## src/design/four_channel_pwm_group_defines.svh

```systemverilog
// assertion macros shared by the pwm group modules
`ifndef FOUR_CHANNEL_PWM_GROUP_DEFINES_SVH
`define FOUR_CHANNEL_PWM_GROUP_DEFINES_SVH

// same-cycle implication, checked on every rising edge outside reset
`define FCPG_ASSERT_NOW(lbl, ante, cons, msg) \
  lbl: assert property (@(posedge clk) disable iff (!rst_n) (ante) |-> (cons)) \
    else $error(msg);

// next-cycle implication, checked on every rising edge outside reset
`define FCPG_ASSERT_NEXT(lbl, ante, cons, msg) \
  lbl: assert property (@(posedge clk) disable iff (!rst_n) (ante) |=> (cons)) \
    else $error(msg);

`endif

```

## src/design/fcpg_pkg.sv

```systemverilog
// types, constants and helpers for the four channel pwm group
package fcpg_pkg;

  localparam int CHANNELS = 4;
  localparam int PERIOD   = 100;
  localparam int DUTY_RST = 50;

  localparam int FUNC_W = 3;
  localparam int ID_W   = 3;
  localparam int CNT_W  = 7;
  localparam int STAT_W = 2;
  localparam int ASG_W  = 2;

  localparam int IN_DATA_W  = 16;
  localparam int OUT_DATA_W = 8;

  localparam logic [CNT_W-1:0] PERIOD_C   = CNT_W'(PERIOD);
  localparam logic [CNT_W-1:0] DUTY_RST_C = CNT_W'(DUTY_RST);
  localparam logic [ID_W:0]    ID_LIMIT   = (ID_W + 1)'(CHANNELS);

  // command codes
  typedef enum logic [FUNC_W-1:0] {
    FN_TICK     = 3'd0,
    FN_JOIN     = 3'd1,
    FN_REMOVE   = 3'd2,
    FN_RUN      = 3'd3,
    FN_PAUSE    = 3'd4,
    FN_SET_DUTY = 3'd5
  } func_t;

  // channel modes
  typedef enum logic [1:0] {
    MODE_FREE    = 2'd0,
    MODE_STOPPED = 2'd1,
    MODE_RUNNING = 2'd2
  } mode_t;

  // result status codes
  typedef enum logic [STAT_W-1:0] {
    ST_OK     = 2'd0,
    ST_BAD_ID = 2'd1,
    ST_FULL   = 2'd2
  } status_t;

  // command broadcast to one channel
  typedef struct packed {
    logic             fire;
    func_t            func;
    logic             hit;
    logic             join_sel;
    logic [CNT_W-1:0] duty;
  } chan_cmd_t;

  // what one channel reports back
  typedef struct packed {
    logic is_free;
    logic pin_nxt;
  } chan_stat_t;

  // saturate a duty value to the period
  function automatic logic [CNT_W-1:0] clamp_duty(input logic [CNT_W-1:0] d);
    return (d > PERIOD_C) ? PERIOD_C : d;
  endfunction

endpackage

```

## src/design/fcpg_channel.sv

```systemverilog
// one pwm channel: mode, duty, period counter and pin level
`include "four_channel_pwm_group_defines.svh"

module fcpg_channel
  import fcpg_pkg::*;
(
  input  logic       clk,
  input  logic       rst_n,
  input  chan_cmd_t  cmd,
  output chan_stat_t stat
);

  mode_t            mode_r, mode_nxt;
  logic [CNT_W-1:0] duty_r, duty_nxt;
  logic [CNT_W-1:0] cnt_r, cnt_nxt;
  logic             pin_r, pin_nxt;
  logic [CNT_W-1:0] cnt_inc;

  assign cnt_inc = CNT_W'(cnt_r + 1'b1);

  // next state for the command at hand
  always_comb begin
    mode_nxt = mode_r;
    duty_nxt = duty_r;
    cnt_nxt  = cnt_r;
    pin_nxt  = pin_r;
    if (cmd.fire) begin
      unique case (cmd.func)
        FN_TICK: begin
          // period wrap wins over the duty match
          if (mode_r == MODE_RUNNING) begin
            if (cnt_inc == PERIOD_C) begin
              cnt_nxt = '0;
              pin_nxt = 1'b1;
            end else begin
              cnt_nxt = cnt_inc;
              if (cnt_inc == duty_r) begin
                pin_nxt = 1'b0;
              end
            end
          end
        end
        FN_JOIN: begin
          if (cmd.join_sel) begin
            mode_nxt = MODE_STOPPED;
            duty_nxt = cmd.duty;
            cnt_nxt  = '0;
            pin_nxt  = 1'b1;
          end
        end
        FN_REMOVE: begin
          // pin level is left as it is
          if (cmd.hit && mode_r != MODE_FREE) begin
            mode_nxt = MODE_FREE;
            duty_nxt = DUTY_RST_C;
            cnt_nxt  = '0;
          end
        end
        FN_RUN: begin
          if (cmd.hit && mode_r == MODE_STOPPED) begin
            mode_nxt = MODE_RUNNING;
          end
        end
        FN_PAUSE: begin
          if (cmd.hit && mode_r == MODE_RUNNING) begin
            mode_nxt = MODE_STOPPED;
            cnt_nxt  = '0;
            pin_nxt  = 1'b1;
          end
        end
        FN_SET_DUTY: begin
          if (cmd.hit && mode_r != MODE_FREE) begin
            duty_nxt = cmd.duty;
            cnt_nxt  = '0;
            pin_nxt  = 1'b1;
          end
        end
        default: begin
          // unused codes leave the channel alone
        end
      endcase
    end
  end

  // channel state
  always_ff @(posedge clk) begin
    if (!rst_n) begin
      mode_r <= MODE_FREE;
      duty_r <= DUTY_RST_C;
      cnt_r  <= '0;
      pin_r  <= 1'b0;
    end else begin
      mode_r <= mode_nxt;
      duty_r <= duty_nxt;
      cnt_r  <= cnt_nxt;
      pin_r  <= pin_nxt;
    end
  end

  assign stat.is_free = (mode_r == MODE_FREE);
  assign stat.pin_nxt = pin_nxt;

  // counter always restarts before the period, duty never passes it
  `FCPG_ASSERT_NOW(a_cnt_below_period, 1'b1, cnt_r < PERIOD_C, "count reached period")
  `FCPG_ASSERT_NOW(a_duty_saturated, 1'b1, duty_r <= PERIOD_C, "duty above period")
  // a free channel does not move its counter
  `FCPG_ASSERT_NEXT(a_free_cnt_zero, mode_r == MODE_FREE && cnt_r == '0,
                    mode_r != MODE_FREE || cnt_r == '0, "free channel counting")

endmodule

```

## src/design/four_channel_pwm_group.sv

```systemverilog
// top level of the four channel pwm group
//
//  channel | dir | tdata bits                                   | tuser / tlast
//  in_     | in  | [2:0] func, [5:3] channel_id, [12:6] duty     | none
//  out_    | out | [3:0] pin_levels, [5:4] status, [7:6] assigned | none
//
// one beat in, one beat out; a beat may enter every cycle while results are being taken
// a beat passes the input register, then the channel update into the result register
// a stalled result holds the input register, which still takes one more beat
// synchronous active-low reset frees all channels, duty 50, count 0, pins low
`include "four_channel_pwm_group_defines.svh"

module four_channel_pwm_group
  import fcpg_pkg::*;
(
  input  logic                  clk,
  input  logic                  rst_n,
  input  logic                  in_tvalid,
  output logic                  in_tready,
  input  logic [IN_DATA_W-1:0]  in_tdata,   // func, channel_id, duty, zero pad
  output logic                  out_tvalid,
  input  logic                  out_tready,
  output logic [OUT_DATA_W-1:0] out_tdata   // pin_levels, status, assigned_id
);

  // input register
  logic             in_vld_r;
  func_t            in_func_r;
  logic [ID_W-1:0]  in_id_r;
  logic [CNT_W-1:0] in_duty_r;

  // result register
  logic                out_vld_r;
  logic [CHANNELS-1:0] out_pins_r;
  status_t             out_stat_r;
  logic [ASG_W-1:0]    out_asg_r;

  logic                advance;
  logic                fire;
  logic [CHANNELS-1:0] free_vec;
  logic [CHANNELS-1:0] pin_nxt_vec;
  logic                any_free;
  logic [ASG_W-1:0]    pick;
  logic                id_cmd;
  logic                id_ok;
  status_t             stat_nxt;
  logic [ASG_W-1:0]    asg_nxt;
  logic [CNT_W-1:0]    duty_sat;
  chan_stat_t          ch_stat [CHANNELS];

  assign advance   = !out_vld_r || out_tready;
  assign fire      = in_vld_r && advance;
  assign in_tready = !in_vld_r || advance;

  // capture beat
  always_ff @(posedge clk) begin
    if (!rst_n) begin
      in_vld_r <= 1'b0;
    end else if (in_tready) begin
      in_vld_r <= in_tvalid;
    end
  end

  always_ff @(posedge clk) begin
    if (in_tready && in_tvalid) begin
      in_func_r <= func_t'(in_tdata[2:0]);
      in_id_r   <= in_tdata[5:3];
      in_duty_r <= in_tdata[12:6];
    end
  end

  // lowest free slot for join
  always_comb begin
    any_free = 1'b0;
    pick     = '0;
    for (int i = CHANNELS - 1; i >= 0; i--) begin
      if (free_vec[i]) begin
        any_free = 1'b1;
        pick     = ASG_W'(i);
      end
    end
  end

  // command decode and status
  always_comb begin
    unique case (in_func_r) inside
      FN_REMOVE, FN_RUN, FN_PAUSE, FN_SET_DUTY: id_cmd = 1'b1;
      default:                                  id_cmd = 1'b0;
    endcase
  end

  assign id_ok    = ({1'b0, in_id_r} < ID_LIMIT);
  assign duty_sat = clamp_duty(in_duty_r);

  always_comb begin
    stat_nxt = ST_OK;
    asg_nxt  = '0;
    if (in_func_r == FN_JOIN) begin
      if (any_free) begin
        asg_nxt = pick;
      end else begin
        stat_nxt = ST_FULL;
      end
    end else if (id_cmd && !id_ok) begin
      stat_nxt = ST_BAD_ID;
    end
  end

  // channel slices
  for (genvar g = 0; g < CHANNELS; g++) begin : g_ch
    chan_cmd_t cmd;

    assign cmd.fire     = fire;
    assign cmd.func     = in_func_r;
    assign cmd.hit      = id_ok && (in_id_r == ID_W'(g));
    assign cmd.join_sel = any_free && (pick == ASG_W'(g));
    assign cmd.duty     = duty_sat;

    fcpg_channel u_ch (
      .clk  (clk),
      .rst_n(rst_n),
      .cmd  (cmd),
      .stat (ch_stat[g])
    );

    assign free_vec[g]    = ch_stat[g].is_free;
    assign pin_nxt_vec[g] = ch_stat[g].pin_nxt;
  end

  // result register
  always_ff @(posedge clk) begin
    if (!rst_n) begin
      out_vld_r <= 1'b0;
    end else if (fire) begin
      out_vld_r <= 1'b1;
    end else if (out_tready) begin
      out_vld_r <= 1'b0;
    end
  end

  always_ff @(posedge clk) begin
    if (fire) begin
      out_pins_r <= pin_nxt_vec;
      out_stat_r <= stat_nxt;
      out_asg_r  <= asg_nxt;
    end
  end

  assign out_tvalid = out_vld_r;
  assign out_tdata  = {out_asg_r, out_stat_r, out_pins_r};

  // a processed beat always shows up as a result
  `FCPG_ASSERT_NEXT(a_fire_gives_result, fire, out_vld_r, "result lost")
  // input stalls only when both stages are full and the output is held
  `FCPG_ASSERT_NOW(a_stall_cause, !in_tready, in_vld_r && out_vld_r && !out_tready,
                   "input stalled without cause")
  // a successful join leaves its slot driven high
  `FCPG_ASSERT_NEXT(a_join_pin_high, fire && in_func_r == FN_JOIN && any_free,
                    out_pins_r[out_asg_r] && out_stat_r == ST_OK, "joined pin not high")
  // a full report never names a slot
  `FCPG_ASSERT_NOW(a_full_no_slot, out_vld_r && out_stat_r == ST_FULL, out_asg_r == '0,
                   "slot reported on full join")

endmodule
```

## config.mk

```make
export PLATFORM = sky130hd
export DESIGN_NAME = four_channel_pwm_group
export DESIGN_NICKNAME = d
export VERILOG_FILES = /design/src/design/fcpg_pkg.sv /design/src/design/fcpg_channel.sv /design/src/design/four_channel_pwm_group.sv
export VERILOG_INCLUDE_DIRS = /design/src /design/src/design
export SDC_FILE = /design/constraint.sdc
export NUM_CORES = 1
export LEC_CHECK = 0
export ABC_AREA = 1
export BUFFER_PORTS_ARGS = -buffer_cell sky130_fd_sc_hd__buf_4
export CAP_MARGIN = 15
export CORE_MARGIN = 4
export CORE_UTILIZATION = 55
export DETAILED_ROUTE_END_ITERATION = 12
export PLACE_DENSITY = 0.8
export SLEW_MARGIN = 10
export SYNTH_ARGS = -nofsm -noshare
export SYNTH_HDL_FRONTEND = slang
export SYNTH_SLANG_ARGS = --single-unit
```

## constraint.sdc

```tcl
create_clock -name clk -period 2.1 [get_ports clk]
set_clock_uncertainty 0.2 [all_clocks]
set_input_delay 0.21 -clock clk [delete_from_list [all_inputs] [get_ports clk]]
set_output_delay 0.21 -clock clk [all_outputs]
set_load 0.1 [all_outputs]
```

==> flow_summary.ini <==
[synthesis]
synth-edff-count = 21
synthDistinctLibCells = 32
synth_area_um2 = 4845
syn_inst = 692
syn_nets = 716
synthArstFlopShare_pct = 0
synth_ff_type = dfxtp_1
synth_area_per_cell_um2 = 7.001
ys_ff_latch = 91
ys_seq_area_share_pct = 41.94
yosysWarnings = 0

[pwr]
pwr-share-seq_pct = 51.9
combinationalPowerShare_pct = 17.9
power.net_switching_mw = 1.115
p_int_mw = 2.628
sw_frac_of_total_pct = 29.79
clockPowerShare_pct = 30.2
power_density_nw_per_um2 = 606.5
ir_worst_vdd_v = 0.0005162
leakage_nw = 2.669

[grt]
grt_overflow = 0
grt_pass1_wl_mm = 21.60
antenna_found_initial = 0
grt_pass1_vias = 4738
track_usage_pct = 26.17
grt_start_max_net_pins = 54

[timing]
worst_pin_slew_ps = 591.3
maxSlewHeadroom_pct = 60.33
period_needed_ps = 2092
hold_viol_final = 0
max_freq_mhz = 478.0
slew_violations = 0
fin_ws_ps = 7.989
post-route-period-util_pct = 99.62
finalSetupViolations = 0
rsz0062_at_grt = yes

[worst_setup_path]
crit_slowest_cell = edfxtp_1
critPathKind = reg2reg
crit_family = buffers and inverters
cp-start-kind = flip-flop
cp_max_fo = 4
endpoint_kind = flip-flop
worstPathArrival_ps = 2190
cp.required_ps = 2200
path_buf_inv = 4
path_cells = buf_4, nor2_1, nand2_1, inv_2, nand2_1, o21ai_1, o21bai_2, nor2_4, buf_6, buf_4, a21oi_1
cpPeakStageDelay_ps = 440

[drt]
ant_nets = 0
drc = 0
dr_total_vias = 5186
firstDrtPassIters = 6
wire_per_inst_um = 15.89
routed_via_density = 5.743
drtIter0Drc = 316
wirelength_mm = 14.35

[clock_network]
clk_path_buf_depth = 2
cts_buffers = 9
cts-htree-levels = 3
path_clk_slew_ps = 90
clockRootBuffer = clkbuf_8
clock-sinks = 91
cts_tree = yes
insertion_delay_ps = 360

[placed_design]
place_congestion = 0.8933
dp_hpwl_mm = 9.127
portBuffers = 26
pre_cts_ws_ps = 1.933

[final_layout]
layout_common_cells = nand2_1, buf_4, inv_1, a21oi_1, dfxtp_1
finalCoreUtilization_pct = 73.64
num_antenna_cells = 0
layout_commonest_cell = nand2_1
syn_to_final_growth_pct = 27.40
drive_gt1_share_pct = 21.18
nNetsFinal = 817

[die]
die_w_um = 101.9
io_pins = 30
coreArea_um2 = 8382
chipHeight_um = 101.9
row_count = 33
start_util_pct = 57.80
die_area_um2 = 10370

[job]
max_cap_viol_count = 0

[status]
status = complete, no violations

[worst_hold_path]
worstHoldPathType = in2reg
## through the flow
stage	power (mW)	std cells	hold WS, ps	cell area, um2	setup TNS [ps]
floorplan	2.338	692	108.9	4853	0
global placement	2.509	855	187.8	5474	0
detailed placement	2.533	855	189.5	5474	0
CTS	3.652	888	139.2	5824	0
global route	3.903	903	191.6	6172	-973.1
finish	3.743	903	197.3	6172	0
## path summary, 6_finish.rpt
check             cells past startpoint                     end                   start  slack, ps
setup / recovery                     11   g_ch[0].u_ch.cnt_r[5]            in_func_r[0]          8
hold / removal                        3   g_ch[0].u_ch.cnt_r[3]                   rst_n        200
setup reg to reg                     11   g_ch[0].u_ch.cnt_r[5]            in_func_r[0]          8
hold reg to reg                       2  g_ch[1].u_ch.duty_r[3]  g_ch[1].u_ch.duty_r[3]        270
## worst min-delay path: stages
cell and delay (ps):
buf_4 110, clkinv_1 320, a21oi_1 70
## what timing repair did
| action | 4_1_cts | 5_1_grt |
|---|---|---|
| hold endpoints to repair | 15 | 0 |
| endpoints found under the setup margin | 7 | 48 |
| buffers inserted | 1 | 12 |
| pin swaps | 0 | 8 |
| gates cloned | 0 | 3 |
| gates resized for setup | 2 | 72 |
| hold buffers | 16 | 0 |
## power groups by stage
stage | logic, mW | clock network (mW) | registers, mW
2_1_floorplan | 0.323 | 0 | 2.02
3_3_place_gp | 0.542 | 0 | 1.97
3_5_place_dp | 0.560 | 0 | 1.97
4_1_cts | 0.589 | 1.13 | 1.93
5_1_grt | 0.723 | 1.23 | 1.95
6_report | 0.670 | 1.13 | 1.94
## metal layers
layer | wire length [um] | share of wire, % | GRT usage (%)
met1 | 5788 | 40 | 32.23
met2 | 7044 | 49 | 44.27
met3 | 897 | 6.3 | 5.119
met4 | 617 | 4.3 | 12.31
met5 | 0 | 0 | 0
## cell usage after synthesis (4+ instances only)
cell type | n | area share [%]
buf_2 | 6 | 0.62
o21ai_0 | 48 | 5.0
nor3b_1 | 4 | 0.62
a211oi_1 | 5 | 0.77
edfxtp_1 | 21 | 13
o211ai_1 | 5 | 0.77
xor2_1 | 11 | 2.0
inv_2 | 7 | 0.54
nand4_1 | 11 | 1.4
nand3b_1 | 4 | 0.62
nand2_1 | 167 | 13
inv_1 | 82 | 6.4
dfxtp_1 | 70 | 29
a21oi_1 | 66 | 6.8
xnor2_1 | 7 | 1.3
nor3_1 | 8 | 0.83
nor2_1 | 58 | 4.5
clkbuf_1 | 7 | 0.54
nand2_2 | 4 | 0.52
o21ai_1 | 15 | 1.5
nand3_1 | 60 | 6.2
ha_1 | 4 | 1.0
## registers in the layout (all words and copies together), names as in the netlist
register	count
in_func_r	3
out_asg_r	2
out_pins_r	4
in_id_r	3
g_ch.u_ch.mode_r	8
g_ch.u_ch.pin_r	4
in_duty_r	7
out_tvalid	1
g_ch.u_ch.duty_r	28
in_vld_r	1
out_stat_r	2
g_ch.u_ch.cnt_r	28
## cell families (layout without fill, tap and decap cells)
kind of cell	Yosys count	in the layout	share of synthesized area [%]
DFF	91	91	41.94
buffers and inverters	106	212	8.600
and+or+nand+nor	325	325	28.95
adders and majority gates	4	4	1.033
AOI/OAI and AO/OA	148	148	16.22
xor gates and xnor gates	18	18	3.254
## final cells by class
class                   count  area, um2
fillers                   621       2210
clock inverters             2      11.26
well taps                 105      131.4
repair buffers            105      859.6
flip-flops and latches     91       2047
inverters                  90      351.6
multi-input cells         495       2603
repair inverters            1      5.005
clock buffers              14      163.9
Note: power is estimated with default switching activity, not from simulation.
